### src/hdl/spims_pkg.sv
// Shared types, constants and helpers for the SPI master shift engine.
package spims_pkg;

  localparam int MAX_WORD_BITS = 16;
  localparam int WORD_W        = 16;
  localparam int POS_W         = $clog2(WORD_W);
  localparam int LEN_W         = POS_W + 1;
  localparam int HALF_W        = 7;
  localparam int HALF_MAX      = 64;
  localparam int SHORT_BITS    = 8;
  localparam int LONG_BITS     = (MAX_WORD_BITS < 16) ? MAX_WORD_BITS : 16;
  localparam int SHORT_LEN     = (MAX_WORD_BITS < SHORT_BITS) ? MAX_WORD_BITS : SHORT_BITS;

  localparam int CFG_IDX_W  = 2;
  localparam int CFG_DATA_W = HALF_W;

  localparam logic [CFG_IDX_W-1:0] REG_SPI_MODE    = 2'd0;
  localparam logic [CFG_IDX_W-1:0] REG_LSB_FIRST   = 2'd1;
  localparam logic [CFG_IDX_W-1:0] REG_HALF_PERIOD = 2'd2;
  localparam logic [CFG_IDX_W-1:0] REG_WORD_16     = 2'd3;

  typedef struct packed {
    logic [1:0]        spi_mode;
    logic              lsb_first;
    logic [HALF_W-1:0] half_period;
    logic              word_16;
  } spims_cfg_t;

  typedef struct packed {
    logic              start_req;
    logic [WORD_W-1:0] tx_word;
    logic              miso;
  } spims_in_t;

  typedef struct packed {
    logic              sclk;
    logic              mosi;
    logic              busy_res;
    logic              done_res;
    logic [WORD_W-1:0] rx_word;
  } spims_res_t;

  function automatic logic [POS_W-1:0] bit_pos(input logic lsb, input logic [POS_W-1:0] idx,
                                                input logic [LEN_W-1:0] len);
    logic [POS_W-1:0] last;
    last = len[POS_W-1:0] - POS_W'(1);
    return lsb ? idx : (last - idx);
  endfunction

endpackage

### src/hdl/spims_if.sv
// Valid/ready channel interfaces for the input and result words.
interface spims_in_if;
  logic                          valid;
  logic                          ready;
  logic                          start_req;
  logic [spims_pkg::WORD_W-1:0]  tx_word;
  logic                          miso;

  modport source (output valid, output start_req, output tx_word, output miso, input ready);
  modport sink   (input valid, input start_req, input tx_word, input miso, output ready);
endinterface

interface spims_out_if;
  logic                          valid;
  logic                          ready;
  logic                          sclk;
  logic                          mosi;
  logic                          busy_res;
  logic                          done_res;
  logic [spims_pkg::WORD_W-1:0]  rx_word;

  modport source (output valid, output sclk, output mosi, output busy_res, output done_res,
                  output rx_word, input ready);
  modport sink   (input valid, input sclk, input mosi, input busy_res, input done_res,
                  input rx_word, output ready);
endinterface

### src/hdl/spims_core.sv
// Frame state and per-tick next-state logic of the SPI master.
module spims_core (
  input  logic                  clk,
  input  logic                  rst_n,
  input  logic                  step,
  input  spims_pkg::spims_in_t  in_word,
  input  spims_pkg::spims_cfg_t cfg,
  output spims_pkg::spims_res_t res
);
  import spims_pkg::*;

  logic [WORD_W-1:0] tx_r, tx_nxt;
  logic [WORD_W-1:0] rx_r, rx_nxt;
  logic [POS_W-1:0]  bc_r, bc_nxt;
  logic [HALF_W-1:0] tick_r, tick_nxt;
  logic              phase_r, phase_nxt;
  logic              active_r, active_nxt;
  logic              mosi_r, mosi_nxt;

  logic              cpol, cpha;
  logic [LEN_W-1:0]  len;
  logic [WORD_W-1:0] mask;
  logic [HALF_W-1:0] ht;
  logic [WORD_W-1:0] tx_load;
  logic [LEN_W-1:0]  bc_inc;
  logic              done;
  logic [WORD_W-1:0] rx_out;

  assign cpol    = cfg.spi_mode[1];
  assign cpha    = cfg.spi_mode[0];
  assign len     = cfg.word_16 ? LEN_W'(LONG_BITS) : LEN_W'(SHORT_LEN);
  assign mask    = (len >= LEN_W'(WORD_W)) ? '1 : ((WORD_W'(1) << len) - WORD_W'(1));
  assign ht      = (cfg.half_period == '0) ? HALF_W'(1) :
                   (cfg.half_period > HALF_W'(HALF_MAX)) ? HALF_W'(HALF_MAX) : cfg.half_period;
  assign tx_load = in_word.tx_word & mask;
  assign bc_inc  = {1'b0, bc_r} + LEN_W'(1);

  always_comb begin
    tx_nxt     = tx_r;
    rx_nxt     = rx_r;
    bc_nxt     = bc_r;
    tick_nxt   = tick_r;
    phase_nxt  = phase_r;
    active_nxt = active_r;
    mosi_nxt   = mosi_r;
    done       = 1'b0;
    rx_out     = '0;
    if (!active_r) begin
      if (in_word.start_req) begin
        tx_nxt     = tx_load;
        rx_nxt     = '0;
        bc_nxt     = '0;
        tick_nxt   = '0;
        phase_nxt  = 1'b0;
        active_nxt = 1'b1;
        mosi_nxt   = tx_load[bit_pos(cfg.lsb_first, '0, len)];
      end
    end else begin
      tick_nxt = tick_r + HALF_W'(1);
      if (tick_nxt >= ht) begin
        tick_nxt = '0;
        if (!phase_r) begin
          phase_nxt = 1'b1;
          if ({1'b0, bc_r} < len) begin
            rx_nxt = rx_r | (WORD_W'(in_word.miso) << bit_pos(cfg.lsb_first, bc_r, len));
          end
        end else if (bc_inc >= len) begin
          active_nxt = 1'b0;
          done       = 1'b1;
          rx_out     = rx_r & mask;
          bc_nxt     = '0;
          phase_nxt  = 1'b0;
        end else begin
          bc_nxt    = bc_r + POS_W'(1);
          phase_nxt = 1'b0;
          mosi_nxt  = tx_r[bit_pos(cfg.lsb_first, bc_nxt, len)];
        end
      end
    end
  end

  always_comb begin
    res.sclk     = active_nxt ? (cpol ^ cpha ^ phase_nxt) : cpol;
    res.mosi     = mosi_nxt;
    res.busy_res = active_nxt;
    res.done_res = done;
    res.rx_word  = rx_out;
  end

  always_ff @(posedge clk) begin
    if (!rst_n) begin
      tx_r     <= '0;
      rx_r     <= '0;
      bc_r     <= '0;
      tick_r   <= '0;
      phase_r  <= 1'b0;
      active_r <= 1'b0;
      mosi_r   <= 1'b0;
    end else if (step) begin
      tx_r     <= tx_nxt;
      rx_r     <= rx_nxt;
      bc_r     <= bc_nxt;
      tick_r   <= tick_nxt;
      phase_r  <= phase_nxt;
      active_r <= active_nxt;
      mosi_r   <= mosi_nxt;
    end
  end

  ap_done_from_active: assert property (@(posedge clk) disable iff (!rst_n)
    step && res.done_res |-> active_r)
    else $error("done raised outside a frame");
  ap_idle_holds: assert property (@(posedge clk) disable iff (!rst_n)
    step && !active_r && !in_word.start_req |=> !active_r)
    else $error("frame began without a start request");
  ap_tick_bound: assert property (@(posedge clk) disable iff (!rst_n)
    tick_r < HALF_W'(HALF_MAX))
    else $error("tick counter ran past the longest half period");

endmodule

### src/hdl/spi_master_shift_engine_top.sv
// Top level of the SPI master shift engine: config registers and result buffer.
//
// Usage:
//   in_ch  : one word per clock tick of the bit timing (start_req, tx_word, miso).
//   out_ch : one result word per input word (sclk, mosi, busy_res, done_res, rx_word).
//   cfg_*  : write port; index 0 spi_mode, 1 lsb_first, 2 half_period, 3 word_16.
//            Write only while the engine is idle and the result buffer is drained.
// Result path: with the buffer empty, a result appears on out_ch in the cycle after its
//   input word is taken.
// Throughput: one word per cycle while in_ch.ready is high; the per-tick update is one
//   pass of counter compare and bit select between frame state and result register.
// Stall: a two-entry result buffer keeps in_ch.ready high while one result waits;
//   in_ch.ready drops only when both entries are full, and no result is lost.
// Reset: rst_n low (synchronous) idles the engine, empties the buffer and loads
//   spi_mode 0, lsb_first 0, half_period 1, word_16 0.
// A frame holds busy_res for 2 * half_period * bits ticks from its start tick, with
//   half_period taken as 1 to 64; done_res and rx_word come on the tick after.
module spi_master_shift_engine_top (
  input  logic                              clk,
  input  logic                              rst_n,
  spims_in_if.sink                          in_ch,
  spims_out_if.source                       out_ch,
  input  logic                              cfg_we,
  input  logic [spims_pkg::CFG_IDX_W-1:0]   cfg_index,
  input  logic [spims_pkg::CFG_DATA_W-1:0]  cfg_data
);
  import spims_pkg::*;

  spims_cfg_t cfg_r;
  spims_in_t  in_word;
  spims_res_t res;
  spims_res_t out_r, skid_r;
  logic       ov_r, sv_r;
  logic       in_fire, out_fire;

  always_ff @(posedge clk) begin
    if (!rst_n) begin
      cfg_r.spi_mode    <= 2'd0;
      cfg_r.lsb_first   <= 1'b0;
      cfg_r.half_period <= HALF_W'(1);
      cfg_r.word_16     <= 1'b0;
    end else if (cfg_we) begin
      case (cfg_index)
        REG_SPI_MODE:    cfg_r.spi_mode    <= cfg_data[1:0];
        REG_LSB_FIRST:   cfg_r.lsb_first   <= cfg_data[0];
        REG_HALF_PERIOD: cfg_r.half_period <= cfg_data[HALF_W-1:0];
        REG_WORD_16:     cfg_r.word_16     <= cfg_data[0];
        default: ;
      endcase
    end
  end

  assign in_word.start_req = in_ch.start_req;
  assign in_word.tx_word   = in_ch.tx_word;
  assign in_word.miso      = in_ch.miso;

  assign in_ch.ready = !sv_r;
  assign in_fire     = in_ch.valid && !sv_r;
  assign out_fire    = ov_r && out_ch.ready;

  spims_core u_core (
    .clk     (clk),
    .rst_n   (rst_n),
    .step    (in_fire),
    .in_word (in_word),
    .cfg     (cfg_r),
    .res     (res)
  );

  always_ff @(posedge clk) begin
    if (!rst_n) begin
      ov_r <= 1'b0;
      sv_r <= 1'b0;
    end else if (out_fire) begin
      if (sv_r) begin
        sv_r <= 1'b0;
      end else if (!in_fire) begin
        ov_r <= 1'b0;
      end
    end else if (in_fire) begin
      if (!ov_r) begin
        ov_r <= 1'b1;
      end else begin
        sv_r <= 1'b1;
      end
    end
  end

  always_ff @(posedge clk) begin
    if (out_fire) begin
      if (sv_r) begin
        out_r <= skid_r;
      end else if (in_fire) begin
        out_r <= res;
      end
    end else if (in_fire) begin
      if (!ov_r) begin
        out_r <= res;
      end else begin
        skid_r <= res;
      end
    end
  end

  assign out_ch.valid    = ov_r;
  assign out_ch.sclk     = out_r.sclk;
  assign out_ch.mosi     = out_r.mosi;
  assign out_ch.busy_res = out_r.busy_res;
  assign out_ch.done_res = out_r.done_res;
  assign out_ch.rx_word  = out_r.rx_word;

  ap_skid_needs_out: assert property (@(posedge clk) disable iff (!rst_n)
    sv_r |-> ov_r)
    else $error("skid entry held while output register empty");
  ap_skid_fill: assert property (@(posedge clk) disable iff (!rst_n)
    ov_r && !out_ch.ready && in_fire |=> sv_r)
    else $error("accepted word lost while output stalled");
  ap_done_not_busy: assert property (@(posedge clk) disable iff (!rst_n)
    ov_r && out_r.done_res |-> !out_r.busy_res)
    else $error("done result still marked busy");

endmodule

### src/flat_wrapper.sv
// flat-port wrapper written by rule: the top's interface ports become plain ports
module spi_master_shift_engine_top_flat import spims_pkg::*;
  (clk, rst_n, cfg_we, cfg_index, cfg_data, in_ch_valid, in_ch_start_req, in_ch_tx_word, in_ch_miso, in_ch_ready, out_ch_valid, out_ch_sclk, out_ch_mosi, out_ch_busy_res, out_ch_done_res, out_ch_rx_word, out_ch_ready);
  spims_in_if in_ch_i ();
  spims_out_if out_ch_i ();
  input  logic clk;
  input  logic rst_n;
  input  logic cfg_we;
  input  logic [spims_pkg::CFG_IDX_W-1:0] cfg_index;
  input  logic [spims_pkg::CFG_DATA_W-1:0] cfg_data;
  input wire logic [$bits(in_ch_i.valid)-1:0] in_ch_valid;
  input wire logic [$bits(in_ch_i.start_req)-1:0] in_ch_start_req;
  input wire logic [$bits(in_ch_i.tx_word)-1:0] in_ch_tx_word;
  input wire logic [$bits(in_ch_i.miso)-1:0] in_ch_miso;
  output wire logic [$bits(in_ch_i.ready)-1:0] in_ch_ready;
  output wire logic [$bits(out_ch_i.valid)-1:0] out_ch_valid;
  output wire logic [$bits(out_ch_i.sclk)-1:0] out_ch_sclk;
  output wire logic [$bits(out_ch_i.mosi)-1:0] out_ch_mosi;
  output wire logic [$bits(out_ch_i.busy_res)-1:0] out_ch_busy_res;
  output wire logic [$bits(out_ch_i.done_res)-1:0] out_ch_done_res;
  output wire logic [$bits(out_ch_i.rx_word)-1:0] out_ch_rx_word;
  input wire logic [$bits(out_ch_i.ready)-1:0] out_ch_ready;
  assign in_ch_i.valid = in_ch_valid;
  assign in_ch_i.start_req = in_ch_start_req;
  assign in_ch_i.tx_word = in_ch_tx_word;
  assign in_ch_i.miso = in_ch_miso;
  assign in_ch_ready = in_ch_i.ready;
  assign out_ch_valid = out_ch_i.valid;
  assign out_ch_sclk = out_ch_i.sclk;
  assign out_ch_mosi = out_ch_i.mosi;
  assign out_ch_busy_res = out_ch_i.busy_res;
  assign out_ch_done_res = out_ch_i.done_res;
  assign out_ch_rx_word = out_ch_i.rx_word;
  assign out_ch_i.ready = out_ch_ready;
  spi_master_shift_engine_top u_core (.clk(clk), .rst_n(rst_n), .in_ch(in_ch_i), .out_ch(out_ch_i), .cfg_we(cfg_we), .cfg_index(cfg_index), .cfg_data(cfg_data));
endmodule
### config.mk
export PLATFORM = sky130hd
export DESIGN_NAME = spi_master_shift_engine_top_flat
export DESIGN_NICKNAME = d
export VERILOG_FILES = /design/src/hdl/spims_pkg.sv /design/src/hdl/spims_if.sv /design/src/hdl/spims_core.sv /design/src/hdl/spi_master_shift_engine_top.sv /design/src/flat_wrapper.sv
export SDC_FILE = /design/constraint.sdc
export NUM_CORES = 1
export LEC_CHECK = 0
export BUFFER_PORTS_ARGS = -buffer_cell sky130_fd_sc_hd__buf_2
export CORE_MARGIN = 2
export CORE_UTILIZATION = 30
export DETAILED_ROUTE_END_ITERATION = 16
export PLACE_DENSITY = 0.46
export RECOVER_POWER = 25
export SLEW_MARGIN = 10
export SYNTH_ARGS = -nofsm -noshare
export SYNTH_HDL_FRONTEND = slang
export SYNTH_SLANG_ARGS = --single-unit
### constraint.sdc
create_clock -name clk -period 5.3 [get_ports clk]
set_input_delay 0.265 -clock clk [delete_from_list [all_inputs] [get_ports clk]]
set_output_delay 0.265 -clock clk [all_outputs]
set_load 0.02 [all_outputs]
==> reports/results.tsv <==
stage	metric	value	unit
outcome	status	complete, no violations	
detailed_routing	DR WL/cell	14.3	microns
synth	Most used DFF post-synth	dfxtp_1	
floorplan	DIE AREA	17400	sq um
power	sw frac	26.1	%
floorplan	Die H	132	microns
cts	post-CTS sizing	0	
global_routing	first-pass GRT wire length	17700	microns
worst_setup_path	CP arrival	3.48	ns
flow_run	Max Cap Viol	0	
power	Power Density	288	nW/um^2
detailed_routing	vias	3545	
cts	Worst-path clk slew	0.07	ns
cts	CTS Buf Count	9	
floorplan	Starting Density	30.8	%
detailed_routing	DRC	0	
cts	Clock Latency Late Sink	0.35	ns
finish	Fillers	1666	
worst_setup_path	nature of the critical path startpoint	flop	
global_routing	vias in the first global route	3331	
finish	FF/Latch Area	2380	sq um
synth	Syn. warnings	0	
placement	# placed instances	725	
finish	Layout Nets	565	
min_path	Worst Hold Class	primary input to flop	
cts	CTS tree	built	
synth	Synth Cell Area	4900	sq um
detailed_routing	final WL	10600	microns
sta	final hold violation count	0	
power	sequential power share	51.6	%
cts	clock buffer depth	2	
sta	Setup TNS	0	ns
synth	EDFF count, synth	40	
synth	Gate Count Post-Synth	477	
placement	Placer Congestion	0.811	
sta	skew final	0.00513	ns
finish	layout cells sized above 1	17.7	%
cts	post-CTS setup buffer count	0	
worst_setup_path	CP Class	flop to flop	
detailed_routing	post-route ant nets	0	
floorplan	Boundary Pins	54	
cts	clk root buf	clkbuf_16	
sta	max-slew violation count	0	
sta	Setup-failing EPs final	0	
sta	min Tclk post-route	3.38	ns
global_routing	total gr overflow	0	
worst_setup_path	CP Capture Type	flop	
synth	Synth cell types	57	
cts	hold buffers post-CTS	0	
finish	Syn-to-layout area delta	14.2	%
placement	post-detail-place hpwl	7510	microns
cts	CTS Sinks	99	
synth	Seq/Total Area, Yosys	48.6	%
floorplan	Die Width	132	microns
global_routing	gr usage total	12.7	%
detailed_routing	DR iter-0 viols	118	
sta	period utilization	63.8	%
finish	final std cells w/o fill	741	
power	maximum VDD drop	0.000186	V
worst_setup_path	Worst Path Max Fanout	21	
floorplan	core area	15900	sq um
worst_setup_path	CP required	5.40	ns
power	clock share of power	39.4	%
power	Leak	2.05	nW
global_routing	initial antenna violation count	0	
sta	slew margin rel.	23.1	%
synth	Avg Inst Size Synth	10.3	sq um
synth	Seq cells post-synth	99	
detailed_routing	DR vias/cell	4.78	
sta	Tightest Pin Transition	1.15	ns
detailed_routing	drt first pass iters	4	
placement	IO Port Bufs	53	
cts	H-tree depth	3	
sta	fmax	0.296	GHz
synth	post-synthesis net count	522	
power	combinational share of power	9.0	%
finish	most common cell after layout, fill and taps aside	dfxtp_1	
finish	Multi-input gate area	2360	sq um
power	sw power	0.000422	W
floorplan	Core Rows	46	
synth	FFs w/ async S/R, synth	0	%
finish	most frequent cells in the layout	dfxtp_1 (59), nor2_1 (53), nand2_1 (50), edfxtp_1 (40), a21oi_1 (31)	
sta	unrepaired setup endpoints after global routing	no	
power	Internal Power	0.00119	W
finish	ANT cells	0	
global_routing	largest net degree at the start of global routing	42	
-- logic make-up (layout without fill, tap and decap cells) --
group                      after synthesis  count (layout)  synth area share (%)
AOI/OAI and AO/OA                       99              99                  14.6
buffers and inverters                   36              84                  3.37
muxes                                   42              42                  10.6
and+or+nand+nor                        178             178                  17.8
adders and majority gates               13              13                  3.32
DFF                                     99              99                  48.6
xor gates and xnor gates                10              10                  1.79
-- metal layers --
layer | wire, microns | up-vias | GRT usage (%) | part of all wire (%)
li1 | - | 1818 | - | -
met4 | 163 | 0 | 4.23 | 1.5
met2 | 4780 | 56 | 19.5 | 45
met3 | 380 | 12 | 3.34 | 3.6
met1 | 5290 | 1659 | 17.4 | 50
met5 | 0 | - | 0 | 0
-- cell type report --
cell class	count	share of cell area, %
Sequential cell	99	42.5
Multi-Input combinational cell	342	42.1
Tap cell	216	4.82
Timing Repair Buffer	58	4.76
Clock buffer	9	4.02
Clock inverter	7	1.07
Inverter	10	0.670
-- power by group through the flow --
stage               registers, W  clock network [W]  logic [W]
global placement        0.000849                  0   0.000150
floorplan               0.000857                  0  0.0000914
CTS                     0.000832           0.000668   0.000152
finish                  0.000832           0.000636   0.000145
global route            0.000836           0.000694   0.000162
detailed placement      0.000849                  0   0.000151
-- metrics by stage --
stage	hold slack, ns	area (sq um)	setup slack, ns	utilization [%]	power, W
5_1_grt	0.113	5600	1.66	35.1	0.00169
3_5_place_dp	0.449	5350	1.92	33.6	0.00100
2_1_floorplan	0.327	4900	2.34	-	0.000948
4_1_cts	0.0966	5640	1.89	35.4	0.00165
6_report	0.112	5600	1.92	35.1	0.00161
3_3_place_gp	0.449	5350	1.98	33.6	0.00100
-- worst max-delay path, stage by stage (launching register included) --
cell	delay (ns)
dfxtp_1	0.41
ha_1	0.27
nand3_1	0.19
nor2_1	0.18
xor2_1	0.24
ha_1	0.28
and2_1	0.18
a221o_2	0.41
a21oi_4	0.21
nor3_2	0.07
buf_4	0.21
and3_1	0.22
mux2_2	0.26
-- state kept, by name, summed over array words and instances (netlist names), 4 cells and up --
name	count
u_core.out_ch.rx_word	16
u_core.u_core.tick_r	7
u_core.u_core.rx_r	16
u_core.u_core.bc_r	4
u_core.cfg_r	11
u_core.skid_r	20
u_core.u_core.tx_r	16
-- Yosys cell counts (2+ instances only) --
master     n  share of area, %
clkbuf_1  14               1.1
buf_1      2              0.15
mux4_2     6               2.8
xor2_1     7               1.3
a211o_1    2              0.36
and3_4     7               1.6
buf_6      2              0.46
o31ai_1    2              0.31
nor2_1    53               4.1
nand3b_1   3              0.46
inv_1      9              0.69
a211oi_1   5              0.77
nand2_1   50               3.8
edfxtp_1  40                24
buf_4      2              0.31
a31oi_1    5              0.64
o211ai_1   2              0.31
ha_1      13               3.3
buf_2      6              0.61
xnor2_1    3              0.54
o21a_1    17               2.6
a21o_1     4              0.61
nand2b_1   4              0.51
nand3_1   20               2.0
nor3_1     7              0.71
and2_1    10               1.3
nand4_1    3              0.38
dfxtp_1   59                24
or4_1      2              0.31
and3_1     8               1.0
o21ai_2    3              0.54
mux2i_1   18               3.7
a22oi_1    6              0.92
nor2b_1    4              0.51
o21ai_0    9              0.92
mux2_2    18               4.1
a21oi_1   32               3.3
-- final timing paths --
kind                                 from                         to  slack [ns]  depth (start not counted)
hold reg to reg     u_core.u_core.rx_r[7]      u_core.u_core.rx_r[7]        0.46                          1
setup / recovery  u_core.u_core.tick_r[0]  u_core.out_ch.rx_word[15]        1.92                         12
setup reg to reg  u_core.u_core.tick_r[0]  u_core.out_ch.rx_word[15]        1.92                         12
hold / removal                      rst_n            u_core.cfg_r[1]        0.11                          2
(Power assumes the default switching activity.)
